## config.mk

```make
export PLATFORM = sky130hd
export DESIGN_NAME = spi_nor_command_sequencer
export DESIGN_NICKNAME = d
export VERILOG_FILES = /design/src/sv/snc_pkg.sv /design/src/sv/snc_front.sv /design/src/sv/snc_queue.sv /design/src/sv/snc_back.sv /design/src/sv/spi_nor_command_sequencer.sv
export SDC_FILE = /design/constraint.sdc
export NUM_CORES = 1
export LEC_CHECK = 0
export BUFFER_PORTS_ARGS = -buffer_cell sky130_fd_sc_hd__buf_4
export CAP_MARGIN = 30
export CORE_AREA = 2 2 184 186
export CTS_CLUSTER_DIAMETER = 100
export CTS_CLUSTER_SIZE = 25
export DETAILED_ROUTE_END_ITERATION = 6
export DIE_AREA = 0 0 186 188
export PLACE_DENSITY = 0.82
export SKIP_LAST_GASP = 1
export SYNTH_ARGS = -nofsm -noshare
export SYNTH_HDL_FRONTEND = slang
export SYNTH_SLANG_ARGS = --single-unit
export TNS_END_PERCENT = 1
```

## constraint.sdc

```tcl
create_clock -name clk -period 5.2 [get_ports clk]
set_input_delay 1.04 -clock clk [delete_from_list [all_inputs] [get_ports clk]]
set_output_delay 1.04 -clock clk [all_outputs]
set_load 0.05 [all_outputs]
```

## src/sv/snc_pkg.sv

```systemverilog
// Shared types and constants of the SPI NOR command sequencer.
// No dependencies; used by every module of the block.
`default_nettype none
package snc_pkg;

    localparam int QDEPTH = 2;

    localparam logic [7:0] CMD_READ4   = 8'hEC;
    localparam logic [7:0] CMD_PROG4   = 8'h12;
    localparam logic [7:0] CMD_SECT4   = 8'hDC;
    localparam logic [7:0] CMD_BULK    = 8'hC7;
    localparam logic [7:0] CMD_WREN    = 8'h06;
    localparam logic [7:0] CMD_RDSR    = 8'h05;
    localparam logic [7:0] CLOCK_BYTE  = 8'hFF;
    localparam logic [3:0] DUMMY_RESET = 4'd10;

    typedef enum logic [2:0] {
        MODE_READ  = 3'd0,
        MODE_WRITE = 3'd1,
        MODE_WDATA = 3'd2,
        MODE_SECT  = 3'd3,
        MODE_BULK  = 3'd4,
        MODE_RX    = 3'd5
    } mode_t;

    typedef enum logic [1:0] {
        KIND_SPI  = 2'd0,
        KIND_HOST = 2'd1,
        KIND_DONE = 2'd2
    } kind_t;

    typedef enum logic [1:0] {
        ST_OK    = 2'd0,
        ST_RANGE = 2'd1,
        ST_ZERO  = 2'd2,
        ST_UNEXP = 2'd3
    } status_t;

    typedef enum logic [2:0] {
        OPN_NONE   = 3'd0,
        OPN_READ   = 3'd1,
        OPN_WRITE  = 3'd2,
        OPN_SECTOR = 3'd3,
        OPN_BULK   = 3'd4
    } pend_t;

    // Byte scripts the back end expands
    typedef enum logic [2:0] {
        SEQ_FIN    = 3'd0,
        SEQ_POLL   = 3'd1,
        SEQ_RDHDR  = 3'd2,
        SEQ_WRPAGE = 3'd3,
        SEQ_SECTOR = 3'd4,
        SEQ_BULK   = 3'd5,
        SEQ_DUMMY  = 3'd6,
        SEQ_WBYTE  = 3'd7
    } seq_t;

    typedef struct packed {
        logic        host_vld;
        logic [7:0]  host;
        seq_t        seq;
        logic [31:0] addr;
        logic [7:0]  data;
        logic [3:0]  cnt;
        logic        flag;
        status_t     status;
    } desc_t;

    typedef struct packed {
        kind_t      kind;
        logic [7:0] spi_byte;
        logic       cs_release;
        logic       want_reply;
        logic [7:0] host_data;
        status_t    status;
        logic       last;
    } result_t;

endpackage
`default_nettype wire

```

## src/sv/snc_front.sv

```systemverilog
// Front end: accepts input words, keeps the sequencer state and issues
// one byte-script descriptor per word. Depends on snc_pkg.
`default_nettype none
module snc_front import snc_pkg::*; #(
    parameter int               PAGE_BYTES   = 256,
    parameter int               SECTOR_BYTES = 65536,
    parameter longint unsigned  FLASH_BYTES  = 64'd67108864
) (
    input  wire logic        clk,
    input  wire logic        rst_n,
    input  wire logic        in_valid,
    output logic             in_ready,
    input  wire logic [2:0]  mode,
    input  wire logic [31:0] address,
    input  wire logic [31:0] length,
    input  wire logic [7:0]  data_byte,
    input  wire logic [3:0]  dummy_bytes,
    output logic             push,
    output desc_t            desc,
    input  wire logic        q_full
);
    localparam int PLW = $clog2(PAGE_BYTES + 1);
    localparam int POW = $clog2(PAGE_BYTES);
    localparam int SOW = $clog2(SECTOR_BYTES);

    typedef enum logic [5:0] {
        PH_IDLE      = 6'b000001,
        PH_POLL_PRE  = 6'b000010,
        PH_POLL_POST = 6'b000100,
        PH_READ_HDR  = 6'b001000,
        PH_READ_DATA = 6'b010000,
        PH_WRITE     = 6'b100000
    } phase_t;

    phase_t          phase_reg, phase_next;
    pend_t           pend_reg, pend_next;
    logic [31:0]     addr_reg, addr_next;
    logic [31:0]     rem_reg, rem_next;
    logic [PLW-1:0]  page_reg, page_next;
    logic [32:0]     sum;
    logic [PLW-1:0]  room;
    logic [PLW-1:0]  page_fill;
    logic [31:0]     rem_dec;

    assign in_ready  = !q_full;
    assign push      = in_valid && in_ready;
    assign sum       = {1'b0, address} + {1'b0, length};
    assign room      = PLW'(PAGE_BYTES) - PLW'(addr_reg[POW-1:0]);
    assign page_fill = (32'(room) > rem_reg) ? rem_reg[PLW-1:0] : room;
    assign rem_dec   = rem_reg - 32'd1;

    always_comb
    begin
        phase_next = phase_reg;
        pend_next  = pend_reg;
        addr_next  = addr_reg;
        rem_next   = rem_reg;
        page_next  = page_reg;
        desc       = '0;
        desc.seq    = SEQ_FIN;
        desc.status = ST_UNEXP;
        desc.addr   = addr_reg;
        unique case (mode)
            MODE_READ, MODE_WRITE, MODE_SECT, MODE_BULK:
            begin
                if (phase_reg == PH_IDLE)
                begin
                    if ((mode == MODE_READ || mode == MODE_WRITE)
                        && sum > 33'(FLASH_BYTES))
                        desc.status = ST_RANGE;
                    else if ((mode == MODE_READ || mode == MODE_WRITE) && length == 32'd0)
                        desc.status = ST_ZERO;
                    else if (mode == MODE_SECT && 33'(address) >= 33'(FLASH_BYTES))
                        desc.status = ST_RANGE;
                    else
                    begin
                        desc.seq   = SEQ_POLL;
                        phase_next = PH_POLL_PRE;
                        addr_next  = address;
                        unique case (mode)
                            MODE_READ:
                            begin
                                pend_next = OPN_READ;
                                rem_next  = length;
                            end
                            MODE_WRITE:
                            begin
                                pend_next = OPN_WRITE;
                                rem_next  = length;
                            end
                            MODE_SECT:
                            begin
                                pend_next = OPN_SECTOR;
                                addr_next = {address[31:SOW], SOW'(0)};
                            end
                            default: pend_next = OPN_BULK;
                        endcase
                    end
                end
            end
            MODE_WDATA:
            begin
                if (phase_reg == PH_WRITE && page_reg != '0)
                begin
                    page_next = page_reg - PLW'(1);
                    rem_next  = rem_dec;
                    addr_next = addr_reg + 32'd1;
                    desc.seq  = SEQ_WBYTE;
                    desc.data = data_byte;
                    desc.flag = (page_reg == PLW'(1));
                    if (page_reg == PLW'(1))
                        phase_next = PH_POLL_POST;
                end
            end
            MODE_RX:
            begin
                unique case (phase_reg)
                    PH_POLL_PRE, PH_POLL_POST:
                    begin
                        if (data_byte[0])
                            desc.seq = SEQ_POLL;
                        else if (phase_reg == PH_POLL_PRE && pend_reg == OPN_READ)
                        begin
                            desc.seq   = SEQ_RDHDR;
                            phase_next = PH_READ_HDR;
                        end
                        else if (pend_reg == OPN_WRITE
                                 && (phase_reg == PH_POLL_PRE || rem_reg != 32'd0))
                        begin
                            desc.seq   = SEQ_WRPAGE;
                            page_next  = page_fill;
                            phase_next = PH_WRITE;
                        end
                        else if (phase_reg == PH_POLL_PRE && pend_reg == OPN_SECTOR)
                        begin
                            desc.seq   = SEQ_SECTOR;
                            phase_next = PH_POLL_POST;
                        end
                        else if (phase_reg == PH_POLL_PRE && pend_reg == OPN_BULK)
                        begin
                            desc.seq   = SEQ_BULK;
                            phase_next = PH_POLL_POST;
                        end
                        else
                        begin
                            desc.status = ST_OK;
                            phase_next  = PH_IDLE;
                            pend_next   = OPN_NONE;
                        end
                    end
                    PH_READ_HDR:
                    begin
                        desc.seq   = SEQ_DUMMY;
                        desc.cnt   = dummy_bytes;
                        desc.flag  = (rem_reg == 32'd1);
                        phase_next = PH_READ_DATA;
                    end
                    PH_READ_DATA:
                    begin
                        desc.host_vld = 1'b1;
                        desc.host     = data_byte;
                        rem_next      = rem_dec;
                        addr_next     = addr_reg + 32'd1;
                        if (rem_dec != 32'd0)
                        begin
                            desc.seq  = SEQ_DUMMY;
                            desc.flag = (rem_dec == 32'd1);
                        end
                        else
                        begin
                            desc.status = ST_OK;
                            phase_next  = PH_IDLE;
                            pend_next   = OPN_NONE;
                        end
                    end
                    default: ;
                endcase
            end
            default: ;
        endcase
    end

    always_ff @(posedge clk or negedge rst_n)
    begin
        if (!rst_n)
        begin
            phase_reg <= PH_IDLE;
            pend_reg  <= OPN_NONE;
            addr_reg  <= '0;
            rem_reg   <= '0;
            page_reg  <= '0;
        end
        else if (push)
        begin
            phase_reg <= phase_next;
            pend_reg  <= pend_next;
            addr_reg  <= addr_next;
            rem_reg   <= rem_next;
            page_reg  <= page_next;
        end
    end

endmodule
`default_nettype wire

```

## src/sv/snc_queue.sv

```systemverilog
// Two-entry descriptor queue between front and back ends.
// Depends on snc_pkg.
`default_nettype none
module snc_queue import snc_pkg::*; (
    input  wire logic  clk,
    input  wire logic  rst_n,
    input  wire logic  push,
    input  desc_t      wr_desc,
    output logic       full,
    input  wire logic  pop,
    output logic       not_empty,
    output desc_t      rd_desc
);
    localparam int AW = $clog2(QDEPTH);

    desc_t                   mem [QDEPTH];
    logic [AW-1:0]           wp_reg, rp_reg;
    logic [$clog2(QDEPTH+1)-1:0] cnt_reg;

    assign full      = (cnt_reg == ($clog2(QDEPTH+1))'(QDEPTH));
    assign not_empty = (cnt_reg != '0);
    assign rd_desc   = mem[rp_reg];

    always_ff @(posedge clk)
    begin
        if (push)
            mem[wp_reg] <= wr_desc;
    end

    always_ff @(posedge clk or negedge rst_n)
    begin
        if (!rst_n)
        begin
            wp_reg  <= '0;
            rp_reg  <= '0;
            cnt_reg <= '0;
        end
        else
        begin
            if (push)
                wp_reg <= (wp_reg == AW'(QDEPTH - 1)) ? '0 : wp_reg + AW'(1);
            if (pop)
                rp_reg <= (rp_reg == AW'(QDEPTH - 1)) ? '0 : rp_reg + AW'(1);
            cnt_reg <= cnt_reg + ($clog2(QDEPTH+1))'(push) - ($clog2(QDEPTH+1))'(pop);
        end
    end

endmodule
`default_nettype wire

```

## src/sv/snc_back.sv

```systemverilog
// Back end: expands descriptors into result words, one per cycle unless the output
// stalls, into an output register. Depends on snc_pkg.
`default_nettype none
module snc_back import snc_pkg::*; (
    input  wire logic  clk,
    input  wire logic  rst_n,
    input  wire logic  q_not_empty,
    input  desc_t      q_desc,
    output logic       pop,
    output logic       out_valid,
    input  wire logic  out_ready,
    output result_t    out_word
);
    desc_t        cur_reg;
    logic         busy_reg;
    logic [4:0]   idx_reg;
    logic         vld_reg;
    result_t      word_reg;
    result_t      w;
    logic [4:0]   seq_len;
    logic [4:0]   s;
    logic [4:0]   total;
    logic         advance;
    logic         final_step;

    function automatic logic [7:0] abyte(input logic [31:0] a, input logic [1:0] k);
        logic [7:0] r;
        unique case (k)
            2'd0: r = a[31:24];
            2'd1: r = a[23:16];
            2'd2: r = a[15:8];
            default: r = a[7:0];
        endcase
        return r;
    endfunction

    always_comb
    begin
        unique case (cur_reg.seq)
            SEQ_FIN:    seq_len = 5'd1;
            SEQ_POLL:   seq_len = 5'd2;
            SEQ_RDHDR:  seq_len = 5'd5;
            SEQ_WRPAGE: seq_len = 5'd6;
            SEQ_SECTOR: seq_len = 5'd8;
            SEQ_BULK:   seq_len = 5'd4;
            SEQ_DUMMY:  seq_len = 5'(cur_reg.cnt) + 5'd1;
            default:    seq_len = cur_reg.flag ? 5'd3 : 5'd1;
        endcase
        total      = seq_len + 5'(cur_reg.host_vld);
        s          = idx_reg - 5'(cur_reg.host_vld);
        final_step = (idx_reg == total - 5'd1);

        w            = '0;
        w.kind       = KIND_SPI;
        w.status     = ST_OK;
        w.last       = final_step;
        if (cur_reg.host_vld && idx_reg == 5'd0)
        begin
            w.kind      = KIND_HOST;
            w.host_data = cur_reg.host;
        end
        else
        begin
            unique case (cur_reg.seq)
                SEQ_FIN:
                begin
                    w.kind   = KIND_DONE;
                    w.status = cur_reg.status;
                end
                SEQ_POLL:
                begin
                    w.spi_byte   = (s == 5'd0) ? CMD_RDSR : CLOCK_BYTE;
                    w.cs_release = (s == 5'd1);
                    w.want_reply = (s == 5'd1);
                end
                SEQ_RDHDR:
                begin
                    w.spi_byte   = (s == 5'd0) ? CMD_READ4
                                 : abyte(cur_reg.addr, 2'(s - 5'd1));
                    w.want_reply = (s == 5'd4);
                end
                SEQ_WRPAGE:
                begin
                    w.spi_byte   = (s == 5'd0) ? CMD_WREN
                                 : (s == 5'd1) ? CMD_PROG4
                                 : abyte(cur_reg.addr, 2'(s - 5'd2));
                    w.cs_release = (s == 5'd0);
                end
                SEQ_SECTOR:
                begin
                    w.spi_byte   = (s == 5'd0) ? CMD_WREN
                                 : (s == 5'd1) ? CMD_SECT4
                                 : (s == 5'd6) ? CMD_RDSR
                                 : (s == 5'd7) ? CLOCK_BYTE
                                 : abyte(cur_reg.addr, 2'(s - 5'd2));
                    w.cs_release = (s == 5'd0) || (s == 5'd5) || (s == 5'd7);
                    w.want_reply = (s == 5'd7);
                end
                SEQ_BULK:
                begin
                    w.spi_byte   = (s == 5'd0) ? CMD_WREN
                                 : (s == 5'd1) ? CMD_BULK
                                 : (s == 5'd2) ? CMD_RDSR : CLOCK_BYTE;
                    w.cs_release = (s != 5'd2);
                    w.want_reply = (s == 5'd3);
                end
                SEQ_DUMMY:
                begin
                    if (s == 5'(cur_reg.cnt))
                    begin
                        w.spi_byte   = CLOCK_BYTE;
                        w.cs_release = cur_reg.flag;
                        w.want_reply = 1'b1;
                    end
                end
                default:
                begin
                    w.spi_byte   = (s == 5'd0) ? cur_reg.data
                                 : (s == 5'd1) ? CMD_RDSR : CLOCK_BYTE;
                    w.cs_release = (s == 5'd0) ? cur_reg.flag : (s == 5'd2);
                    w.want_reply = (s == 5'd2);
                end
            endcase
        end
    end

    assign advance   = busy_reg && (!vld_reg || out_ready);
    assign pop       = q_not_empty && (!busy_reg || (advance && final_step));
    assign out_valid = vld_reg;
    assign out_word  = word_reg;

    always_ff @(posedge clk)
    begin
        if (pop)
            cur_reg <= q_desc;
        if (advance)
            word_reg <= w;
    end

    always_ff @(posedge clk or negedge rst_n)
    begin
        if (!rst_n)
        begin
            busy_reg <= 1'b0;
            idx_reg  <= '0;
            vld_reg  <= 1'b0;
        end
        else
        begin
            if (advance)
                vld_reg <= 1'b1;
            else if (out_ready)
                vld_reg <= 1'b0;
            if (pop)
            begin
                busy_reg <= 1'b1;
                idx_reg  <= '0;
            end
            else if (advance)
            begin
                idx_reg <= idx_reg + 5'd1;
                if (final_step)
                    busy_reg <= 1'b0;
            end
        end
    end

endmodule
`default_nettype wire

```

## src/sv/spi_nor_command_sequencer.sv

```systemverilog
// An accepted word is held in the queue, then the back-end descriptor register, then
// the output register. Results leave one per cycle unless the sink stalls, up to
// seventeen per word, back to back across words when the next descriptor is queued.
// Throughput is set by the back-end expander: one result per clock unless stalled.
// The front end takes a word each cycle while its two-entry queue has room.
// Reset (rst_n, asynchronous, active low) returns to idle with dummy_bytes = 10.
`default_nettype none
module spi_nor_command_sequencer import snc_pkg::*; #(
    parameter int              PAGE_BYTES   = 256,
    parameter int              SECTOR_BYTES = 65536,
    parameter longint unsigned FLASH_BYTES  = 64'd67108864
) (
    input  wire logic        clk,
    input  wire logic        rst_n,
    // Input stream
    input  wire logic        s_axis_tvalid,
    output logic             s_axis_tready,
    // tdata: address[31:0], length[63:32], data_byte[71:64]
    input  wire logic [71:0] s_axis_tdata,
    // tuser: mode[2:0]
    input  wire logic [2:0]  s_axis_tuser,
    // Result stream
    output logic             m_axis_tvalid,
    input  wire logic        m_axis_tready,
    // tdata: spi_byte[7:0], cs_release[8], want_reply[9], host_data[17:10],
    //        status[19:18], zero[23:20]
    output logic [23:0]      m_axis_tdata,
    // tuser: kind[1:0]
    output logic [1:0]       m_axis_tuser,
    output logic             m_axis_tlast,
    // Configuration port
    input  wire logic        psel,
    input  wire logic        penable,
    input  wire logic        pwrite,
    input  wire logic [2:0]  paddr,
    input  wire logic [31:0] pwdata,
    output logic [31:0]      prdata,
    output logic             pready
);
    // The front end owns all sequencer state and turns every input word into a
    // compact descriptor naming a byte script; the back end walks the script and
    // emits result words. Because state moves at acceptance, the front can take the
    // next word while the back is still shifting out the previous script.

    logic [3:0] dummy_reg;
    logic       q_full, q_not_empty, push, pop;
    desc_t      f_desc, q_desc;
    result_t    word;

    assign pready = 1'b1;
    assign prdata = {28'd0, dummy_reg};

    always_ff @(posedge clk or negedge rst_n)
    begin
        if (!rst_n)
            dummy_reg <= DUMMY_RESET;
        else if (psel && penable && pwrite && !paddr[2])
            dummy_reg <= pwdata[3:0];
    end

    snc_front #(
        .PAGE_BYTES   (PAGE_BYTES),
        .SECTOR_BYTES (SECTOR_BYTES),
        .FLASH_BYTES  (FLASH_BYTES)
    ) u_front (
        .clk         (clk),
        .rst_n       (rst_n),
        .in_valid    (s_axis_tvalid),
        .in_ready    (s_axis_tready),
        .mode        (s_axis_tuser),
        .address     (s_axis_tdata[31:0]),
        .length      (s_axis_tdata[63:32]),
        .data_byte   (s_axis_tdata[71:64]),
        .dummy_bytes (dummy_reg),
        .push        (push),
        .desc        (f_desc),
        .q_full      (q_full)
    );

    snc_queue u_queue (
        .clk       (clk),
        .rst_n     (rst_n),
        .push      (push),
        .wr_desc   (f_desc),
        .full      (q_full),
        .pop       (pop),
        .not_empty (q_not_empty),
        .rd_desc   (q_desc)
    );

    snc_back u_back (
        .clk         (clk),
        .rst_n       (rst_n),
        .q_not_empty (q_not_empty),
        .q_desc      (q_desc),
        .pop         (pop),
        .out_valid   (m_axis_tvalid),
        .out_ready   (m_axis_tready),
        .out_word    (word)
    );

    assign m_axis_tdata = {4'd0, word.status, word.host_data, word.want_reply,
                           word.cs_release, word.spi_byte};
    assign m_axis_tuser = word.kind;
    assign m_axis_tlast = word.last;

    // The front never writes into a full queue.
    a_no_overflow: assert property (@(posedge clk) disable iff (!rst_n)
        push |-> !q_full)
        else $error("descriptor queue overflow");

    // No result word carries the unused kind code.
    a_kind_legal: assert property (@(posedge clk) disable iff (!rst_n)
        m_axis_tvalid |-> (m_axis_tuser != 2'd3))
        else $error("illegal result kind");

    // SPI bytes carry neither host data nor a status.
    a_spi_clean: assert property (@(posedge clk) disable iff (!rst_n)
        (m_axis_tvalid && m_axis_tuser == KIND_SPI) |-> (m_axis_tdata[19:10] == 10'd0))
        else $error("SPI word with stray fields");

    // A completion word always ends the results of its input word.
    a_done_last: assert property (@(posedge clk) disable iff (!rst_n)
        (m_axis_tvalid && m_axis_tuser == KIND_DONE) |-> m_axis_tlast)
        else $error("completion not marked last");

endmodule
`default_nettype wire

```

* Word-level counts from Yosys, hierarchy flattened
Memory sizes are Yosys's and may differ from the RTL's. A register that Yosys moved wholly into a read port is not among the register bits. Cells that the tools add are included.
Cells by class: $add $sub $neg 16, $mul 0, divide/modulo/power cells 0, order comparisons 3, equality and inequality tests 59, shift-type cells 0, multiplexer cells 119, bitwise operators 1, reduce and logical (&&, ||, !) cells 55
Operators by type and width (number):
- 32-bit two-way mux | 13
- 32-bit one-hot mux with 3 select lines | 2
- 8-bit two-way mux | 15
- 9-bit two-way mux | 8
- 3-bit two-way mux | 22
- 32-bit by 1-bit == test with 1-bit output (second input constant) | 2
- 32-bit nonzero test | 2
- 6-bit two-way mux | 10
- 8-bit one-hot mux with 7 select lines | 1
- 8-bit one-hot mux with 3 select lines | 2
- 6-bit one-hot mux with 3 select lines | 2
- 5-bit one-hot mux with 7 select lines | 1
- 32-bit by 32-bit adder with 33-bit output | 1
- 33-bit by 27-bit > comparator with 1-bit output (second input constant) | 1
- 32-bit by 1-bit adder with 32-bit output (second input constant) | 1
- 32-bit by 27-bit >= comparator with 1-bit output (second input constant) | 1
- 9-bit by 32-bit > comparator with 1-bit output | 1
- 32-bit zero test | 1
- 32-bit by 1-bit subtractor with 32-bit output (second input constant) | 1
- 3-bit one-hot mux with 3 select lines | 3
- 2-bit two-way mux | 12
- 3-bit inequality test (second input constant) | 7
- 5-bit by 3-bit == test with 1-bit output (second input constant) | 4
- 3-bit by 2-bit == test with 1-bit output (second input constant) | 6
- 59 further kinds | 134
Word-level totals: register bits after elaboration 120, bits in latches 0, RAM bits 118, memory bits (read-only) 0, output and inout port bits 62, logic and storage cells 273, memories kept 1
Memory list:
- u_queue.mem | depth 2, width 59, read ports 1, clocked after Yosys merged registers in 1, wr ports 1, line snc_queue.sv:16 | desc_t mem [QDEPTH];

* Longest topological paths before layout
word-level depth 10, gate-level depth with buffers 18, mapped depth without buffers 17

* By module
A second synthesis with hierarchy kept.
Unflattened totals: cells, all modules 1799, area total of the unflattened synthesis 18494.0 um2
By module, submodules not included:
- snc_front | times used 1, cells an instance 1161, area an instance 8466.9 um2, seq. area each 2053.2 um2
- snc_back | times used 1, cells an instance 395, area an instance 4840.9 um2, seq. area each 2637.5 um2
- snc_queue | times used 1, cells an instance 199, area an instance 4759.6 um2, seq. area each 3643.5 um2
- spi_nor_command_sequencer | times used 1, cells an instance 44, area an instance 426.7 um2, seq. area each 102.6 um2

* Least setup slack after synthesis
Ideal clock, no wire load.
path type register -> register, start register u_back.cur_reg[3] (netlist name), end register u_queue.cnt_reg[1], library setup time 0.080 ns, arrival time 4.860 ns, required time 5.120 ns, path slack 0.260 ns, stages on the path, launching flop included 18, cells stage by stage edfxtp_1 > ha_1 > xnor2_1 > o21ai_0 > a21boi_0 > nand3_1 > o211ai_1 > o211ai_1 > o21ai_0 > nand4_1 > o21ai_0 > o21a_1 > clkbuf_1 > ha_1 > inv_1 > ha_1 > xnor2_1 > xnor2_1
On the way: cells in the longest elaborated chain, start to end 9
RTL lines:
- 4-bit by 1-bit adder with 5-bit output | line snc_back.sv:46 | SEQ_DUMMY: seq_len = 5'(cur_reg.cnt) + 5'd1;
- 5-bit one-hot mux with 7 select lines | line snc_back.sv:39 | unique case (cur_reg.seq)
- 5-bit by 1-bit adder with 5-bit output | line snc_back.sv:49 | total = seq_len + 5'(cur_reg.host_vld);
- 5-bit by 1-bit subtractor with 5-bit output | line snc_back.sv:51 | final_step = (idx_reg == total - 5'd1);
- 5-bit == test | line snc_back.sv:51
- 1-bit logical AND | line snc_back.sv:128 | assign pop = q_not_empty && (!busy_reg || (advance && final_step));
- 1-bit logical OR | line snc_back.sv:128
- 1-bit logical AND | line snc_back.sv:128
- net pop | line spi_nor_command_sequencer.sv:46 | logic q_full, q_not_empty, push, pop;
- 2-bit by 1-bit subtractor with 2-bit output | line snc_queue.sv:44 | cnt_reg <= cnt_reg + ($clog2(QDEPTH+1))'(push) - ($clog2(QDEPTH+1))'(pop);
- to (signal assigned) | line snc_queue.sv:44
- to (decl) | line snc_queue.sv:18 | logic [$clog2(QDEPTH+1)-1:0] cnt_reg;
The timed path passes the listed nets, and every way through them passes these cells. A chain may end at the register's enable or synchronous reset.

* Final worst setup path
start input port s_axis_tdata[0], end register u_front.addr_reg[29]
On the way: cells in the longest elaborated chain, start to end 5, elaborated cells between the ends (all ways) 8
RTL lines:
- from (decl) | line spi_nor_command_sequencer.sv:19 | input wire logic [71:0] s_axis_tdata,
- 32-bit by 32-bit adder with 33-bit output | line snc_front.sv:47 | assign sum = {1'b0, address} + {1'b0, length};
- 33-bit by 27-bit > comparator with 1-bit output | line snc_front.sv:69 | && sum > 33'(FLASH_BYTES))
- 1-bit logical AND | line snc_front.sv:69
- 2-bit inequality test (no source line)
- 8-bit AND reduction (no source line) (*)
- to (signal assigned) | line snc_front.sv:197 | addr_reg <= addr_next;
- to (decl) | line snc_front.sv:37 | logic [31:0] addr_reg, addr_next;
Every way passes the cells marked *; elsewhere a longest branch is shown, timed or not.

==> results.md <==
- The flow ran to the end, and the final reports show no timing, DRC or antenna violations.
- The wire length after detailed routing is about 47000 um.
- The worst-case IR drop observed on VDD is around 0.24 mV.
- Counting instances, the worst hold path has a depth of 1.
- The number of synthesis warnings is 0.
- Data on the critical path is required at its endpoint by 5.58 ns.
- Summed over all nets, the half-perimeter wirelength after detailed placement is 34100 um.
- Max-cap violations in this run came to 0.
- The max-slew violation total from the final report is 0.
- The number of buffers inserted to repair setup after CTS is 0.
- For this run, the register share of the synthesized area comes to 47.7%.
- The count of final hold-check violations is 0.
- In this run the horizontal extent of the chip is 186 um.
- The final antenna diode count is 0.
- The pre-CTS worst setup slack is ~0.022 ns.
- The initial core utilization is 53.4%.
- Counting every instance in the synthesized netlist gives between 1500 and 2000.
- The accumulated negative setup slack is 0 ns.
- The per-instance average area after synthesis is 10.2 sq um.
- In this run the worst hold path is classified as flop to flop.
- The reported net switching power is 3680 uW.
- The core region is 33100 sq um.
- Registers take 8440 sq um.
- The number of sinks on the clock net is ~300.
- In the final layout, the multi-input gates occupy around 8600 sq um.
- The most common cell after layout, fill and taps aside is edfxtp_1.
- Along the worst path, the maximum fanout reaches 34.
- At the end of routability-driven placement, the weighted congestion stood at a little over 0.9.
- For this run, the total global-route usage over all layers was measured as 26.5%.
- The CTS tree is built.
- The clock latency on the worst-skew pair is 0.52 ns.
- STA classifies the critical path endpoint as a flop.
- The layout overhead on the synthesized area is 10.3%.
- The H-tree depth is 1.
- The headroom to the max-slew limit is 38.6%.
- The number of library cell types mapped by synthesis is 91.
- Clock tree synthesis selected as its root buffer the cell clkbuf_16.
- At the pin with the least slew margin, the transition time is 0.919 ns.
- Across all setup checks in the final design, the least slack found is 0.538 ns.
- The final clock period utilization by the worst path is 89.7%.
- At the worst endpoint, the arrival time is 5.04 ns.
- The leakage power total is 0.00742 uW.
- The switching part of the total is 39.8%.
- Once detail routing completed, the nets flagged for antenna violations numbered 0.
- Clock skew on the completed layout was measured at 0.0327 ns.
- During placement, the flow inserted port buffers numbering around 120.
- The average detailed-routed wire length per instance is between 20 and 25 um.
- The synthesized netlist occupies a cell area of 17700 sq um.
- The number of global-route vias before repair was 13300.
- Setup violations remaining at the end of the flow were counted as 0.
- The internal power is 5580 uW.
- The floorplan step defined a die boundary enclosing 35000 sq um.
- Clock tree synthesis inserted a total of 17 buffers.
- The filler cells instantiated in the layout total 2726.
- Summed over all layers, the global routing overflow is 0.
- Dividing total power by cell area gives a power density of 475 nW/um^2.
- In the final layout, the share of cells above drive strength 1 is roughly 17%.
- The I/O pin count is ~180.
- Of the total power, combinational logic draws between 30 and 40%.
- The maximum buffer depth of the clock tree is 3.
- Setup repair after global routing left no endpoint under its margin.
- The cell depth of the worst flop-to-flop path is 13.
- For this run, design rule violations remaining after detail routing come to 0.
- In this run, post-CTS hold repair placed 0 buffers.
- Synthesis inferred 297 register bits.
- The final net count is 1992.
- In this run, flip-flops and latches consume 45.4% of the power.
- The clock-pin slew reported for the worst setup and hold paths after clock tree synthesis is 0.09 ns.
- Derived from the worst setup path, the maximum achievable clock frequency is 214 MHz.
- The clock network burns between 10% and 20% of the power.
- Leaving out fill and tap cells, the most frequent cells in the layout are edfxtp_1, a21oi_1, buf_4, o21ai_0, nor2_1.
- Entering global routing, the biggest net connects 68 pins.
- Before antenna repair, the detailed router went through 6 iterations.
- In this run, the number of DRC markers left after iteration 0 of detailed routing was 1750.
- The global-route wire length before repair is approximately 73000 um.
- The quantity of gates resized following cts is 0.
- The die outline height is around 190 um.
- The count of flip-flops with a built-in enable after synthesis is 200.
- The final critical-path required period is 4.66 ns.
- Dividing the detail-routed via count by the number of cells gives 6.31.
- For this run, the leading register cell type out of synthesis is edfxtp_1.
- In this run the core area contains 67 standard-cell rows.
- The initial antenna violation count is 0.
- The number of flip-flops under the largest register name is 118.
- The worst setup path is launched from an input pin.
- The final route contains 14400 vias.
- In the synthesized netlist the async set-or-reset flop fraction comes to 32.7%.
- The setup path with the least slack is of type input pin to flop.
synthesized netlist by cell type (all sizes together) (24+ instances only):
master	number	area share, %
buf	57	2.2
and3	42	1.5
xnor2	26	1.3
nand2	123	2.6
ha	59	4.2
nor4	40	1.7
dfrtp	94	13
edfxtp	200	34
clkbuf	63	1.4
nor2	126	2.7
mux2	69	4.4
nand3	63	1.8
xor2	30	1.5
inv	44	0.93
nor3	58	1.6
a31oi	29	1.2
o21ai	140	4.0
nand4	24	0.85
a21oi	154	4.4
power by group through the flow:
stage	sequential, uW	combinational [uW]	clock, uW
after floorplan	4090	2660	0
after global placement	4160	3440	0
after detailed placement	4220	3550	0
after CTS	4170	3580	1460
after global routing	4300	3970	1540
final	4200	3620	1440
worst max-delay path, cell delays in order:
cell	delay, ns
buf_4	0.13
ha_1	0.21
fa_1	0.40
xor2_1	0.17
a2111oi_0	0.47
o31a_1	0.21
o311ai_0	0.13
a2111oi_0	0.48
and4_1	0.26
nand4_1	0.17
o21a_1	0.29
o31a_1	0.44
buf_4	0.29
o21ai_0	0.21
o21ai_0	0.12
routing by layer:
metal | vias to the layer above | GRT usage [%] | share of wire [%]
met5 | - | 0 | 0
met4 | 0 | 7.27 | 3.0
met3 | 105 | 2.82 | 7.9
met2 | 708 | 44.0 | 48
met1 | 6872 | 36.9 | 41
li1 | 6673 | - | -
area by class of cell:
class | instances | area share, %
inverter | 44 | 0.847
tap | 448 | 2.88
sequential | 297 | 43.3
multi-input combinational | 1298 | 44.0
timing repair buffer | 157 | 6.32
clock inverter | 6 | 0.398
clock buffer | 24 | 2.32
cells by family after synthesis:
group | share of synthesized area (%)
AOI/OAI and AO/OA | 17.0
xor gates and xnor gates | 2.78
adders and majority gates | 4.29
buffers and inverters | 4.57
DFF | 47.7
muxes | 7.09
other | 0.0425
and+or+nand+nor | 16.5
final timing paths:
kind / slack, ns / endpoint / startpoint
setup / recovery: 0.54 / u_front.addr_reg[29]$_DFFE_PN0P_ / s_axis_tdata[0]
hold / removal: 0.50 / u_back.out_valid$_DFFE_PN0P_ / u_back.busy_reg$_DFFE_PN0P_
setup reg to reg: 0.68 / u_front.phase_reg[3]$_DFFE_PN0P_ / u_front.rem_reg[0]$_DFFE_PN0P_
hold reg to reg: 0.50 / u_back.out_valid$_DFFE_PN0P_ / u_back.busy_reg$_DFFE_PN0P_
max in group asynchronous: 3.87 / u_front.phase_reg[0]$_DFFE_PN1P_ / rst_n
min in group asynchronous: 0.51 / u_back.out_valid$_DFFE_PN0P_ / rst_n
stage by stage:
step           util, %  total power (uW)  hold slack (ns)  instance area [sq um]  std cells
2_1_floorplan        -              6750            0.440                  17800       1760
3_3_place_gp      57.1              7600            0.460                  18900       2240
3_5_place_dp      57.1              7780            0.493                  18900       2241
4_1_cts           58.7              9210            0.505                  19400       2271
5_1_grt           58.9              9800            0.519                  19500       2274
6_report          58.9              9260            0.503                  19500       2274
Power figures use the tool's default switching activity.
